### src/rtl/assert_macros.svh
// ---------------------------------------------------------------------------
// Assertion macros
// Shared concurrent assertion wrappers, compiled out for synthesis.
// ---------------------------------------------------------------------------
`ifndef ASSERT_MACROS_SVH
`define ASSERT_MACROS_SVH

`ifndef SYNTHESIS

`define ASSERT_PROP(name, clk, rst_n, prop, msg) \
  name: assert property (@(posedge clk) disable iff (!rst_n) prop) else $error(msg);

`define ASSERT_NEVER(name, clk, rst_n, expr, msg) \
  name: assert property (@(posedge clk) disable iff (!rst_n) !(expr)) else $error(msg);

`else

`define ASSERT_PROP(name, clk, rst_n, prop, msg)

`define ASSERT_NEVER(name, clk, rst_n, expr, msg)

`endif

`endif

### src/rtl/jvtc_pkg.sv
// ---------------------------------------------------------------------------
// JSON value type classifier package
// Types, character codes and per-byte helper functions.
// ---------------------------------------------------------------------------
`default_nettype none

package jvtc_pkg;

  typedef enum logic [2:0] {
    VT_BAD    = 3'd0,
    VT_BOOL   = 3'd1,
    VT_NULL   = 3'd2,
    VT_NUMBER = 3'd3,
    VT_STRING = 3'd4
  } value_type_e;

  typedef struct packed {
    logic [7:0] token_char;
    logic       last_char;
    logic       empty_token;
  } in_item_t;

  localparam logic [7:0] CH_PLUS  = 8'h2B;
  localparam logic [7:0] CH_MINUS = 8'h2D;
  localparam logic [7:0] CH_DOT   = 8'h2E;
  localparam logic [7:0] CH_ZERO  = 8'h30;
  localparam logic [7:0] CH_NINE  = 8'h39;
  localparam logic [7:0] CH_UP_E  = 8'h45;
  localparam logic [7:0] CH_LO_E  = 8'h65;
  localparam logic [7:0] CH_QUOTE = 8'h22;

  localparam logic [1:0] LIT_TRUE  = 2'd0;
  localparam logic [1:0] LIT_FALSE = 2'd1;
  localparam logic [1:0] LIT_NULL  = 2'd2;

  localparam logic [4:0][7:0] TEXT_TRUE  = {"true", 8'h00};
  localparam logic [4:0][7:0] TEXT_FALSE = "false";
  localparam logic [4:0][7:0] TEXT_NULL  = {"null", 8'h00};

  localparam int unsigned NF_EXP   = 0;
  localparam int unsigned NF_DOT   = 1;
  localparam int unsigned NF_FIRST = 2;
  localparam int unsigned NF_NEEDD = 3;
  localparam int unsigned NF_ZERO  = 4;
  localparam int unsigned NF_NONZ  = 5;
  localparam logic [5:0]  NF_RESET = 6'b001100;

  localparam logic [1:0] SP_START  = 2'd0;
  localparam logic [1:0] SP_OPEN   = 2'd1;
  localparam logic [1:0] SP_CLOSED = 2'd2;
  localparam logic [1:0] SP_NOT    = 2'd3;

  localparam logic [2:0] POS_MAX = 3'd7;

  typedef struct packed {
    logic       ok;
    logic [5:0] flags;
  } num_step_t;

  function automatic logic [2:0] lit_len(input logic [1:0] idx);
    case (idx)
      LIT_TRUE:  lit_len = 3'd4;
      LIT_FALSE: lit_len = 3'd5;
      LIT_NULL:  lit_len = 3'd4;
      default:   lit_len = 3'd0;
    endcase
  endfunction

  function automatic logic [7:0] lit_char(input logic [1:0] idx, input logic [2:0] pos);
    logic [4:0][7:0] text;
    case (idx)
      LIT_TRUE:  text = TEXT_TRUE;
      LIT_FALSE: text = TEXT_FALSE;
      default:   text = TEXT_NULL;
    endcase
    case (pos)
      3'd0:    lit_char = text[4];
      3'd1:    lit_char = text[3];
      3'd2:    lit_char = text[2];
      3'd3:    lit_char = text[1];
      3'd4:    lit_char = text[0];
      default: lit_char = 8'h00;
    endcase
  endfunction

  function automatic num_step_t number_step(input logic [5:0] f, input logic [7:0] c);
    num_step_t r;
    r.ok    = 1'b1;
    r.flags = f;
    if (c inside {CH_PLUS, CH_MINUS}) begin
      if ((c == CH_PLUS) && !f[NF_EXP]) r.ok = 1'b0;
      if (!f[NF_FIRST]) r.ok = 1'b0;
      r.flags[NF_FIRST] = 1'b0;
    end else if (c inside {CH_UP_E, CH_LO_E}) begin
      if (f[NF_FIRST] || f[NF_NEEDD] || f[NF_EXP]) r.ok = 1'b0;
      r.flags[NF_FIRST] = 1'b1;
      r.flags[NF_NEEDD] = 1'b1;
      r.flags[NF_EXP]   = 1'b1;
      r.flags[NF_DOT]   = 1'b1;
      r.flags[NF_NONZ]  = 1'b0;
    end else if (c == CH_DOT) begin
      if (f[NF_DOT] || f[NF_FIRST] || f[NF_NEEDD] || f[NF_EXP]) r.ok = 1'b0;
      r.flags[NF_DOT]   = 1'b1;
      r.flags[NF_NEEDD] = 1'b1;
    end else if (c inside {[CH_ZERO:CH_NINE]}) begin
      if ((c == CH_ZERO) && !f[NF_NONZ] && !f[NF_DOT]) begin
        if (f[NF_ZERO]) r.ok = 1'b0;
        r.flags[NF_ZERO] = 1'b1;
      end
      if (c != CH_ZERO) r.flags[NF_NONZ] = 1'b1;
      r.flags[NF_FIRST] = 1'b0;
      r.flags[NF_NEEDD] = 1'b0;
    end else begin
      r.ok = 1'b0;
    end
    return r;
  endfunction

endpackage

`default_nettype wire

### src/rtl/json_value_type_classifier.sv
// ---------------------------------------------------------------------------
// JSON value type classifier
// Classifies a streamed JSON scalar token as bool, null, number or string, or as bad.
// ---------------------------------------------------------------------------
// Bytes of one token arrive one per transfer with tlast on the final byte;
// tuser high marks an empty token, which gives a bad result at once. One
// result transfer leaves for each token, at its final byte. The block takes
// one byte per cycle: a byte passes an input register, then updates the token
// state and, if it ends the token, loads the result register, so the result is
// valid once the final byte has passed the input register and the result
// register. Only a final byte or an empty token can wait in the input register,
// and only while the receiver still holds the previous result.
`default_nettype none

`include "assert_macros.svh"

module json_value_type_classifier (
  input  wire logic       clk_i,
  input  wire logic       rst_ni,
  input  wire logic       s_axis_tvalid_i,
  output logic            s_axis_tready_o,
  input  wire logic [7:0] s_axis_tdata_i,   // [7:0] token_char
  input  wire logic       s_axis_tlast_i,   // last_char
  input  wire logic       s_axis_tuser_i,   // [0] empty_token
  output logic            m_axis_tvalid_o,
  input  wire logic       m_axis_tready_i,
  output logic [7:0]      m_axis_tdata_o    // [2:0] value_type, [3] bad_content
);
  import jvtc_pkg::*;

  logic        in_valid_q;
  in_item_t    in_item_q;
  logic        out_valid_q;
  value_type_e out_type_q;
  value_type_e value_type;
  logic        out_free;
  logic        step;
  logic        result_step;

  assign out_free    = !out_valid_q || m_axis_tready_i;
  assign step        = in_valid_q
                       && (!(in_item_q.last_char || in_item_q.empty_token) || out_free);
  assign result_step = step && (in_item_q.last_char || in_item_q.empty_token);

  assign s_axis_tready_o = !in_valid_q || step;

  always_ff @(posedge clk_i or negedge rst_ni) begin
    if (!rst_ni) begin
      in_valid_q <= 1'b0;
    end else if (s_axis_tready_o) begin
      in_valid_q <= s_axis_tvalid_i;
    end
  end

  always_ff @(posedge clk_i) begin
    if (s_axis_tready_o && s_axis_tvalid_i) begin
      in_item_q.token_char  <= s_axis_tdata_i;
      in_item_q.last_char   <= s_axis_tlast_i;
      in_item_q.empty_token <= s_axis_tuser_i;
    end
  end

  jvtc_token_state u_token_state (
    .clk_i        (clk_i),
    .rst_ni       (rst_ni),
    .step_i       (step),
    .item_i       (in_item_q),
    .value_type_o (value_type)
  );

  always_ff @(posedge clk_i or negedge rst_ni) begin
    if (!rst_ni) begin
      out_valid_q <= 1'b0;
    end else if (result_step) begin
      out_valid_q <= 1'b1;
    end else if (m_axis_tready_i) begin
      out_valid_q <= 1'b0;
    end
  end

  always_ff @(posedge clk_i) begin
    if (result_step) begin
      out_type_q <= value_type;
    end
  end

  assign m_axis_tvalid_o = out_valid_q;
  assign m_axis_tdata_o  = {4'b0000, (out_type_q == VT_BAD), out_type_q};

  `ASSERT_PROP(a_empty_gives_bad, clk_i, rst_ni,
    (step && in_item_q.empty_token) |=> (out_valid_q && (out_type_q == VT_BAD)),
    "empty token did not produce a bad result")

  `ASSERT_NEVER(a_stall_cause, clk_i, rst_ni,
    !s_axis_tready_o && !(in_valid_q && out_valid_q && !m_axis_tready_i),
    "input stalled without a blocked result")

  `ASSERT_PROP(a_result_only_at_end, clk_i, rst_ni,
    (step && !in_item_q.last_char && !in_item_q.empty_token && !m_axis_tready_i)
      |=> ($stable(out_valid_q)),
    "result register changed on a non-final byte")

endmodule

`default_nettype wire

### src/rtl/jvtc_token_state.sv
// ---------------------------------------------------------------------------
// JSON value type classifier token state
// Per-token recognizer state, updated once per byte, and the type decision.
// ---------------------------------------------------------------------------
`default_nettype none

module jvtc_token_state (
  input  wire logic                clk_i,
  input  wire logic                rst_ni,
  input  wire logic                step_i,
  input  wire jvtc_pkg::in_item_t  item_i,
  output jvtc_pkg::value_type_e    value_type_o
);
  import jvtc_pkg::*;

  logic [2:0] pos_q, pos_d;
  logic [2:0] lit_alive_q, lit_alive_d;
  logic [5:0] num_flags_q, num_flags_d;
  logic       num_alive_q, num_alive_d;
  logic [1:0] str_phase_q, str_phase_d;
  num_step_t  num_step;
  logic       token_end;

  assign token_end = item_i.last_char || item_i.empty_token;

  always_comb begin
    logic [7:0] c;
    c = item_i.token_char;
    for (int i = 0; i < 3; i++) begin
      lit_alive_d[i] = lit_alive_q[i] && (pos_q < lit_len(2'(i)))
                       && (c == lit_char(2'(i), pos_q));
    end
    num_step    = number_step(num_flags_q, c);
    num_alive_d = num_alive_q && num_step.ok;
    num_flags_d = num_alive_d ? num_step.flags : num_flags_q;
    case (str_phase_q)
      SP_START: str_phase_d = (c == CH_QUOTE) ? SP_OPEN : SP_NOT;
      SP_OPEN:  str_phase_d = (c == CH_QUOTE) ? SP_CLOSED : SP_OPEN;
      default:  str_phase_d = SP_NOT;
    endcase
    pos_d = (pos_q == POS_MAX) ? pos_q : pos_q + 3'd1;
  end

  always_comb begin
    if (item_i.empty_token) begin
      value_type_o = VT_BAD;
    end else if (lit_alive_d[LIT_TRUE] && (pos_d == lit_len(LIT_TRUE))) begin
      value_type_o = VT_BOOL;
    end else if (lit_alive_d[LIT_FALSE] && (pos_d == lit_len(LIT_FALSE))) begin
      value_type_o = VT_BOOL;
    end else if (lit_alive_d[LIT_NULL] && (pos_d == lit_len(LIT_NULL))) begin
      value_type_o = VT_NULL;
    end else if (num_alive_d && !num_flags_d[NF_NEEDD]) begin
      value_type_o = VT_NUMBER;
    end else if (str_phase_d == SP_CLOSED) begin
      value_type_o = VT_STRING;
    end else begin
      value_type_o = VT_BAD;
    end
  end

  always_ff @(posedge clk_i or negedge rst_ni) begin
    if (!rst_ni) begin
      pos_q       <= '0;
      lit_alive_q <= '1;
      num_flags_q <= NF_RESET;
      num_alive_q <= 1'b1;
      str_phase_q <= SP_START;
    end else if (step_i) begin
      if (token_end) begin
        pos_q       <= '0;
        lit_alive_q <= '1;
        num_flags_q <= NF_RESET;
        num_alive_q <= 1'b1;
        str_phase_q <= SP_START;
      end else begin
        pos_q       <= pos_d;
        lit_alive_q <= lit_alive_d;
        num_flags_q <= num_flags_d;
        num_alive_q <= num_alive_d;
        str_phase_q <= str_phase_d;
      end
    end
  end

endmodule

`default_nettype wire
### config.mk
export PLATFORM = sky130hd
export DESIGN_NAME = json_value_type_classifier
export DESIGN_NICKNAME = d
export VERILOG_FILES = /design/src/rtl/jvtc_pkg.sv /design/src/rtl/json_value_type_classifier.sv /design/src/rtl/jvtc_token_state.sv
export VERILOG_INCLUDE_DIRS = /design/src /design/src/rtl
export SDC_FILE = /design/constraint.sdc
export NUM_CORES = 1
export LEC_CHECK = 0
export BUFFER_PORTS_ARGS = -buffer_cell sky130_fd_sc_hd__buf_4
export CAP_MARGIN = 40
export CORE_UTILIZATION = 28
export CTS_CLUSTER_DIAMETER = 100
export CTS_CLUSTER_SIZE = 12
export DETAILED_ROUTE_END_ITERATION = 16
export PLACE_DENSITY = 0.42
export SLEW_MARGIN = 10
export SYNTH_ARGS = -nofsm -noshare
export SYNTH_HDL_FRONTEND = slang
export SYNTH_SLANG_ARGS = --single-unit
### constraint.sdc
create_clock -name clk_i -period 4.07 [get_ports clk_i]
set_input_delay 0 -clock clk_i [delete_from_list [all_inputs] [get_ports clk_i]]
set_output_delay 0 -clock clk_i [all_outputs]
set_load 0.02 [all_outputs]
==> results of run 1 <==
how the worst min path moves through the flow:
stage	start	end	slack [ps]	cells after the start
floorplan	rst_ni	in_valid_q$_DFFE_PN0N_	-300	0
global placement	rst_ni	u_token_state.num_flags_q[0]$_DFFE_PN0P_	-110	1
detailed placement	rst_ni	u_token_state.num_flags_q[0]$_DFFE_PN0P_	-110	1
CTS	m_axis_tready_i	m_axis_tvalid_o$_DFFE_PN0P_	50	3
global route	m_axis_tready_i	m_axis_tvalid_o$_DFFE_PN0P_	70	3
finish	m_axis_tready_i	m_axis_tvalid_o$_DFFE_PN0P_	50	3
state kept, by name (all words and copies together), names as in the netlist:
signal and flops:
u_token_state.pos_q 3, m_axis_tvalid_o 1, in_valid_q 1, u_token_state.lit_alive_q 3, out_type_q 3, u_token_state.num_flags_q 6, u_token_state.num_alive_q 1, in_item_q 10
u_token_state.str_phase_q 2
cells in the mapped netlist, types with 3 or more instances:
master / count
nor3b_1: 5
xnor2_1: 5
o21ai_0: 16
clkbuf_1: 9
dfrtp_1: 11
inv_1: 8
a21oi_1: 12
o21a_1: 6
nand3_1: 7
buf_4: 5
nand2b_1: 4
nor3_1: 9
ha_1: 5
edfxtp_1: 13
nand4_1: 5
nor4_1: 3
dfstp_2: 6
nand2_1: 8
and2_1: 4
nand4b_1: 3
nand3b_1: 3
o2111ai_1: 3
nor2_1: 16
o211ai_1: 4
routing by layer:
metal	track usage	wire, um	up-vias
met4	0.05455	109	0
met1	0.2014	2540	816
li1	-	-	843
met3	0.03333	153	10
met5	0	0	-
met2	0.2222	2169	38
kinds of logic (layout without fill, tap and decap cells):
logic type	after synthesis	after routing	share of synthesized area
buffers and inverters	26	47	0.06297
AOI/OAI and AO/OA	62	62	0.2138
xor gates and xnor gates	7	7	0.03055
DFF	30	30	0.4102
adders and majority gates	5	5	0.03117
and+or+nand+nor	82	82	0.2444
muxes	1	1	0.004988
other	1	4	0.001869
area by class of cell:
cell class | count | share of cell area
clock buffer | 6 | 0.03041
inverter | 8 | 0.01259
timing repair buffer | 31 | 0.1101
tap | 96 | 0.05034
multi-input combinational | 161 | 0.4478
clock inverter | 2 | 0.003671
sequential | 30 | 0.3450
per-stage QoR:
step                utilization  instances  worst slack [ps]  hold slack, ps
detailed placement       0.3180        314              1471          -107.1
global route             0.3474        334              1154           67.62
global placement         0.3180        314              1559          -111.9
floorplan                     -        217              1725          -295.6
CTS                      0.3474        334              1460           51.46
finish                   0.3474        334              1437           51.41
where the power goes:
part	total, uW	internal (uW)	switching (uW)
combinational	184	80.1	104
sequential	382	348	34.0
clock	231	117	114
tightest hold or removal path: stages:
cell and delay [ps]:
buf_4 70, nand2b_1 150, nand2_1 70
==> results.py, run 1 <==
metrics = {
    "global_routing": {
        "antenna_found_initial": 0,
        "grt_use_total": 0.1460,
        "grt_pass1_vias": 1593,
        "grt_pass1_wl_um": 8383,
        "grt_max_degree": 22,
        "overflow": 0,
    },
    "finish": {
        "drive_above_1_share": 0.1681,
        "final_area_um2": 2386,
        "antenna_cells": 0,
        "nets": 256,
        "layout_commonest_cell": "buf_4",
        "nFillCells": 704,
        "regArea_um2": 823.3,
        "area.growth.synth_to_final_pct": 18.89,
        "multi_input_area_um2": 1069,
        "mostFrequentLayoutCells": "buf_4 (19), nor2_1 (16), o21ai_0 (16), edfxtp_1 (13)",
    },
    "clock_network": {
        "cts_resized": 0,
        "post-cts-setup-buffer-count": 0,
        "htree_levels": 2,
        "clk_transition_reported_paths_ps": 70,
        "holdBufCountCts": 12,
        "clock_latency_ps": 280,
        "cts_made_buffers": 5,
        "cts_tree": "built",
        "clock-sinks": 30,
        "clk_root_buffer_cell": "clkbuf_8",
        "cts_buffer_depth": 2,
    },
    "synthesis": {
        "ys_ff_latch": 30,
        "synthArstFlopShare": 0.5667,
        "syn_avg_cell_area_um2": 9.378,
        "syn-instance-count": 214,
        "synth_warnings": 0,
        "synth_top_area_cell": "edfxtp_1",
        "yosys-top-cells-area": "edfxtp_1 (19%), dfrtp_1 (14%), dfstp_2 (7.9%)",
        "netlist-cell-type-count": 58,
        "synth_edf_count": 13,
        "synthesis.area_um2": 2007,
        "yosysSeqAreaShare": 0.4102,
        "synth-main-ff-cell": "edfxtp_1",
        "synth_top_area_frac": 0.1945,
    },
    "power": {
        "power_uw": 797.0,
        "p_leak_uw": 0.0008598,
        "p_per_area_nw_per_um2": 334.0,
        "ir_worst_vdd_mv": 0.2030,
    },
    "worst_setup_path": {
        "crit_start": "u_token_state.pos_q[0]$_DFFE_PN0P_",
        "cp.arrival_ps": 2670,
        "r2r-end": "out_type_q[2]$_SDFFCE_PP0P_",
        "rr_startpoint": "u_token_state.pos_q[0]$_DFFE_PN0P_",
        "reg2reg_slack_ps": 1440,
        "required_ps": 4110,
        "cpMaxStageDelayCell": "nor4_2",
        "critPathBufInv": 1,
        "critPathTopFamily": "simple AND/OR/NAND/NOR gates",
        "crit_chain": "inv_1, ha_1, nor4_2, o21ai_0, a2111oi_2, and4_1, nor3_1",
        "worstSetupStartpointType": "flip-flop",
        "worstSetupPathType": "flip-flop to flip-flop",
        "rr_worst_depth": 7,
        "cp_slowest_stage_delay_ps": 470,
        "path_depth": 7,
        "endpoint_kind": "flip-flop",
        "critPathMaxFanout": 9,
        "cp-endpoint": "out_type_q[2]$_SDFFCE_PP0P_",
    },
    "timing": {
        "finalSetupTns_ps": 0,
        "hold_viol": 0,
        "fmax_ghz": 0.3798,
        "tightest_slew_ps": 684.5,
        "slew_violations": 0,
        "fin_crit_ps": 2633,
        "setup_viol": 0,
        "slew_headroom": 0.5401,
        "rsz0062_at_grt": "false",
        "fin_crit_sh": 0.6470,
        "skew_ps": 6.439,
    },
    "detailed_routing": {
        "drt-initial-drc-count": 181,
        "routed_wl_um": 4972,
        "first_pass_iters": 4,
        "wl_per_cell_um": 14.89,
        "drc": 0,
        "vias": 1707,
        "ant_nets": 0,
        "viasPerCell": 5.111,
    },
    "floorplan": {
        "die_w_um": 86.66,
        "die_area_um2": 7510,
        "coreArea_um2": 6869,
        "die_h_um": 86.66,
        "start_util": 0.2922,
        "num_rows": 30,
        "boundaryPins": 24,
    },
    "job": {
        "cap_violations": 0,
    },
    "placement": {
        "dp_hpwl_um": 3578,
        "gp_congestion": 0.7789,
        "port_buffers": 19,
        "postPlaceCellArea_um2": 2185,
    },
    "worst_hold_path": {
        "hold_class": "input pin to flip-flop",
    },
    "outcome": {
        "status": "completed",
    },
}
Power figures use the tool's default switching activity.
==> run 2, diff against run 1 <==
--- a/config.mk
+++ b/config.mk
@@ -12,7 +12,7 @@
 export CTS_CLUSTER_DIAMETER = 100
 export CTS_CLUSTER_SIZE = 12
 export DETAILED_ROUTE_END_ITERATION = 16
-export PLACE_DENSITY = 0.42
+export PLACE_DENSITY = 0.44
 export SLEW_MARGIN = 10
 export SYNTH_ARGS = -nofsm -noshare
 export SYNTH_HDL_FRONTEND = slang
==> constraint.sdc (replaced) <==
create_clock -name clk_i -period 2.22 [get_ports clk_i]
set_input_delay 0 -clock clk_i [delete_from_list [all_inputs] [get_ports clk_i]]
set_output_delay 0 -clock clk_i [all_outputs]
set_load 0.02 [all_outputs]
==> results.py, run 2 (synthesized netlist as in run 1, its figures left out) <==
metrics = {
    "timing": {
        "hold_viol": 0,
        "skew_ps": 9.011,
        "fin_crit_sh": 0.9580,
        "slew_violations": 0,
        "slew_headroom": 0.6454,
        "layout_setup_ws_ps": 93.28,
        "fin_crit_ps": 2127,
        "fmax_ghz": 0.4702,
        "setup_viol": 0,
        "rsz0062_at_grt": "true",
        "tightest_slew_ps": 526.3,
    },
    "global_routing": {
        "grt_use_total": 0.1542,
        "grt_max_degree": 18,
        "overflow": 0,
        "antenna_found_initial": 0,
        "grt_pass1_wl_um": 8832,
        "grt_pass1_vias": 1739,
    },
    "detailed_routing": {
        "vias": 1802,
        "viasPerCell": 4.978,
        "drt-initial-drc-count": 146,
        "routed_wl_um": 5145,
        "ant_nets": 0,
        "wl_per_cell_um": 14.21,
        "first_pass_iters": 4,
        "drc": 0,
    },
    "floorplan": {
        "boundaryPins": 24,
        "coreArea_um2": 6869,
        "die_area_um2": 7510,
        "num_rows": 30,
        "die_w_um": 86.66,
        "start_util": 0.2922,
        "die_h_um": 86.66,
    },
    "worst_setup_path": {
        "cp.arrival_ps": 2160,
        "worstSetupStartpointType": "flip-flop",
        "rr_startpoint": "u_token_state.pos_q[0]$_DFFE_PN0P_",
        "crit_start": "u_token_state.pos_q[0]$_DFFE_PN0P_",
        "worstSetupPathType": "flip-flop to flip-flop",
        "critPathMaxFanout": 4,
        "cp_slowest_stage_delay_ps": 470,
        "reg2reg_slack_ps": 90,
        "required_ps": 2250,
        "r2r-end": "out_type_q[2]$_SDFFCE_PP0P_",
        "crit_chain": "inv_4, ha_4, nor4_4, or3_4, a2111oi_4, and4_1, nor3_1",
        "rr_worst_depth": 7,
        "cpMaxStageDelayCell": "dfrtp_2",
        "endpoint_kind": "flip-flop",
    },
    "clock_network": {
        "clock_latency_ps": 280,
        "cts_tree": "built",
        "cts_made_buffers": 5,
        "clock-sinks": 30,
        "clk_root_buffer_cell": "clkbuf_8",
        "cts_buffer_depth": 2,
        "htree_levels": 2,
        "clk_transition_reported_paths_ps": 70,
    },
    "power": {
        "ir_worst_vdd_mv": 0.2783,
        "p_leak_uw": 0.001013,
        "p_per_area_nw_per_um2": 581.8,
        "power_uw": 1577,
    },
    "worst_hold_path": {
        "hp-start": "m_axis_tready_i",
        "hold_class": "input pin to flip-flop",
        "holdPathEnd": "m_axis_tvalid_o$_DFFE_PN0P_",
        "min_path_cells": 3,
    },
    "job": {
        "cap_violations": 0,
    },
    "finish": {
        "antenna_cells": 0,
        "nets": 284,
        "layout_commonest_cell": "buf_4",
        "area.growth.synth_to_final_pct": 35.04,
        "mostFrequentLayoutCells": "buf_4 (47), nor2_1 (16), o21ai_0 (15), edfxtp_1 (13)",
        "nFillCells": 688,
        "finish.cell_count_without_fillers": 362,
        "regMostFlops": "in_item_q",
        "drive_above_1_share": 0.3120,
        "largest_reg_flops": 10,
        "reg_top3": "in_item_q: 10 flops, u_token_state.num_flags_q: 6 flops",
    },
    "placement": {
        "dp_hpwl_um": 3905,
        "port_buffers": 19,
        "post-place-ws_ps": -26.61,
        "gp_congestion": 0.7990,
        "dp.cells": 341,
    },
    "outcome": {
        "status": "completed",
    },
}
[run 2: worst max-delay path by stage]
stage / endpoint / slack, ps / depth (start not counted)
after global routing: out_type_q[2]$_SDFFCE_PP0P_ / -20 / 7
final: out_type_q[2]$_SDFFCE_PP0P_ / 90 / 7
after CTS: out_type_q[2]$_SDFFCE_PP0P_ / 20 / 7
after detailed placement: out_type_q[2]$_SDFFCE_PP0P_ / -30 / 7
after floorplan: out_type_q[2]$_SDFFCE_PP0P_ / 0.4 / 8
after global placement: out_type_q[2]$_SDFFCE_PP0P_ / 50 / 7
[run 2: final cells by class]
type | count | area [um^2] | share of cell area
multi-input cells | 161 | 1174 | 0.4331
flip-flops and latches | 30 | 825.8 | 0.3047
repair buffers | 59 | 473.0 | 0.1745
well taps | 96 | 120.1 | 0.04432
clock buffers | 6 | 72.57 | 0.02678
inverters | 8 | 35.03 | 0.01293
clock inverters | 2 | 10.01 | 0.003693
[run 2: per-layer routing]
| metal | up-vias | track usage | share of wire |
|---|---|---|---|
| li1 | 906 | - | - |
| met1 | 847 | 0.2123 | 0.49 |
| met2 | 41 | 0.2460 | 0.46 |
| met3 | 8 | 0.02571 | 0.034 |
| met4 | 0 | 0.05000 | 0.014 |
| met5 | - | 0 | 0 |
[run 2: where the power goes]
part           leakage [uW]  switching [uW]  total [uW]  internal, uW
Sequential         0.000332            54.2         692           638
Clock             0.0000450             209         425           217
Combinational      0.000636             238         459           221
[run 2: critical path, delay by kind of cell (launching register included)]
family / cells / cell delay [ps]
AOI/OAI and AO/OA: 1 / 380
adders and majority gates: 1 / 150
buffers and inverters: 1 / 100
DFF: 1 / 470
and+or+nand+nor: 4 / 760
[run 2: timing repair]
action | CTS | global route
buffers inserted | 0 | 1
hold buffers | 12 | 0
gates resized for setup | 1 | 17
endpoints found under the setup margin | 3 | 4
pin swaps | 2 | 6
endpoints found under the hold margin | 28 | 0
[run 2: metrics by stage]
stage / hold WS (ps) / setup TNS, ps / util / instance area (um^2)
finish: 45.15 / 0 / 0.3945 / 2710
detailed placement: -114.9 / -40.77 / 0.3510 / 2411
global placement: -115.3 / 0 / 0.3510 / 2411
floorplan: -295.6 / 0 / - / 2044
global route: 59.34 / -47.02 / 0.3945 / 2710
CTS: 37.95 / 0 / 0.3809 / 2616
==> run 3, diff against run 2 <==
--- a/config.mk
+++ b/config.mk
@@ -7,12 +7,13 @@
 export NUM_CORES = 1
 export LEC_CHECK = 0
 export BUFFER_PORTS_ARGS = -buffer_cell sky130_fd_sc_hd__buf_4
-export CAP_MARGIN = 40
+export CAP_MARGIN = 25
 export CORE_UTILIZATION = 28
 export CTS_CLUSTER_DIAMETER = 100
 export CTS_CLUSTER_SIZE = 12
 export DETAILED_ROUTE_END_ITERATION = 16
-export PLACE_DENSITY = 0.44
+export PLACE_DENSITY = 0.52
+export RECOVER_POWER = 25
 export SLEW_MARGIN = 10
 export SYNTH_ARGS = -nofsm -noshare
 export SYNTH_HDL_FRONTEND = slang
==> results.py, run 3 (synthesized netlist as in run 1, its figures left out) <==
metrics = {
    "timing": {
        "rsz0062_at_grt": "true",
        "slew_headroom": 0.3828,
        "tightest_slew_ps": 925.8,
        "finalSetupTns_ps": 0,
        "fmax_ghz": 0.4735,
        "fin_crit_sh": 0.9514,
        "layout_setup_ws_ps": 108.0,
        "setup_viol": 0,
        "skew_ps": 11.61,
        "hold_viol": 0,
        "fin_crit_ps": 2112,
        "slew_violations": 0,
    },
    "clock_network": {
        "clk_root_buffer_cell": "clkbuf_8",
        "htree_levels": 2,
        "clock_latency_ps": 280,
        "cts_made_buffers": 5,
        "clk_transition_reported_paths_ps": 70,
        "clock-sinks": 30,
        "cts_buffer_depth": 2,
        "cts_tree": "built",
    },
    "worst_setup_path": {
        "worstSetupPathType": "flip-flop to flip-flop",
        "worstSetupStartpointType": "flip-flop",
        "cp.arrival_ps": 2130,
        "required_ps": 2240,
        "endpoint_kind": "flip-flop",
        "critPathMaxFanout": 4,
    },
    "global_routing": {
        "antenna_found_initial": 0,
        "grt_max_degree": 18,
        "overflow": 0,
        "grt_pass1_wl_um": 8328,
        "grt_use_total": 0.1467,
        "grt_pass1_vias": 1682,
    },
    "floorplan": {
        "boundaryPins": 24,
        "num_rows": 30,
        "die_area_um2": 7510,
        "die_w_um": 86.66,
        "start_util": 0.2922,
        "die_h_um": 86.66,
        "coreArea_um2": 6869,
    },
    "power": {
        "power_uw": 1677,
        "p_per_area_nw_per_um2": 618.1,
        "clock_power_share": 0.320,
        "p_leak_uw": 0.001016,
        "power_switching_uw": 491.2,
        "ir_worst_vdd_mv": 0.3389,
        "p_int_uw": 1186,
        "p_comb_frac": 0.270,
        "p_sw_frac": 0.2928,
        "pwr-share-seq": 0.410,
    },
    "finish": {
        "drive_above_1_share": 0.2970,
        "nets": 284,
        "area.growth.synth_to_final_pct": 35.22,
        "multi_input_area_um2": 1157,
        "reg_top3": "in_item_q: 10 flops, u_token_state.num_flags_q: 6 flops",
        "finish.cell_count_without_fillers": 362,
        "regMostFlops": "in_item_q",
        "layout_commonest_cell": "buf_4",
        "antenna_cells": 0,
        "regArea_um2": 824.5,
        "largest_reg_flops": 10,
        "final_core_util": 0.3951,
        "mostFrequentLayoutCells": "buf_4 (45), nor2_1 (16), o21ai_0 (15), edfxtp_1 (13)",
        "nFillCells": 699,
    },
    "job": {
        "cap_violations": 0,
    },
    "placement": {
        "dp.cells": 340,
        "gp_congestion": 0.8380,
        "dp_hpwl_um": 3756,
        "post-place-ws_ps": 15.13,
        "port_buffers": 19,
    },
    "detailed_routing": {
        "wl_per_cell_um": 14.00,
        "drt-initial-drc-count": 105,
        "routed_wl_um": 5069,
        "ant_nets": 0,
        "vias": 1782,
        "first_pass_iters": 4,
        "viasPerCell": 4.923,
        "drc": 0,
    },
    "outcome": {
        "status": "completed",
    },
    "worst_hold_path": {
        "hold_class": "input pin to flip-flop",
    },
}
==> run 3: power by group through the flow <==
stage	logic, uW	registers (uW)	clock network (uW)
after floorplan	273	681	0
after global placement	399	692	0
after detailed placement	399	693	0
after CTS	418	683	552
after global routing	498	694	582
final	454	687	536
==> run 3: cell type report <==
type                       count  area share
clock buffer                   6     0.02674
tap                           96     0.04426
inverter                       8     0.01199
timing repair buffer          59      0.1743
multi-input combinational    161      0.4265
sequential                    30      0.3038
clock inverter                 2     0.01245
==> run 3: per-stage QoR <==
stage	hold slack [ps]	cell area, um^2
3_5_place_dp	-120.0	2404
2_1_floorplan	-295.6	2044
6_report	37.67	2714
5_1_grt	49.82	2714
4_1_cts	37.27	2633
3_3_place_gp	-118.0	2404
==> run 3: path summary, 6_finish.rpt <==
kind,slack [ps],cells after the start,start,to
max,110,7,u_token_state.pos_q[0]$_DFFE_PN0P_,out_type_q[2]$_SDFFCE_PP0P_
min,40,3,m_axis_tready_i,m_axis_tvalid_o$_DFFE_PN0P_
max reg2reg,110,7,u_token_state.pos_q[0]$_DFFE_PN0P_,out_type_q[2]$_SDFFCE_PP0P_
min reg2reg,500,2,u_token_state.str_phase_q[1]$_DFFE_PN0P_,u_token_state.str_phase_q[1]$_DFFE_PN0P_
max in group asynchronous,1210,2,rst_ni,u_token_state.pos_q[0]$_DFFE_PN0P_
min in group asynchronous,380,2,rst_ni,u_token_state.num_flags_q[0]$_DFFE_PN0P_
==> run 3: critical path, stage by stage, from the launching register on <==
cell	delay, ps
dfrtp_2	460
inv_4	110
ha_4	160
nor4_4	50
or3_1	410
a2111oi_4	320
and4_1	280
nor3_1	60
==> run 3: routing by layer <==
| metal | global-route usage | share of wire | vias to the layer above | routed length [um] |
|---|---|---|---|---|
| met5 | 0 | 0 | - | 0 |
| met3 | 0.02857 | 0.033 | 5 | 167 |
| li1 | - | - | 898 | - |
| met4 | 0.05000 | 0.0097 | 0 | 49 |
| met2 | 0.2374 | 0.48 | 43 | 2418 |
| met1 | 0.1959 | 0.48 | 836 | 2432 |
==> run 3: what timing repair did <==
item | in CTS | in global routing
hold buffers | 12 | 0
endpoints found under the hold margin | 28 | 0
pin swaps | 0 | 4
gates resized for setup | 1 | 14
setup buffers | 0 | 2
setup endpoints to repair | 2 | 4
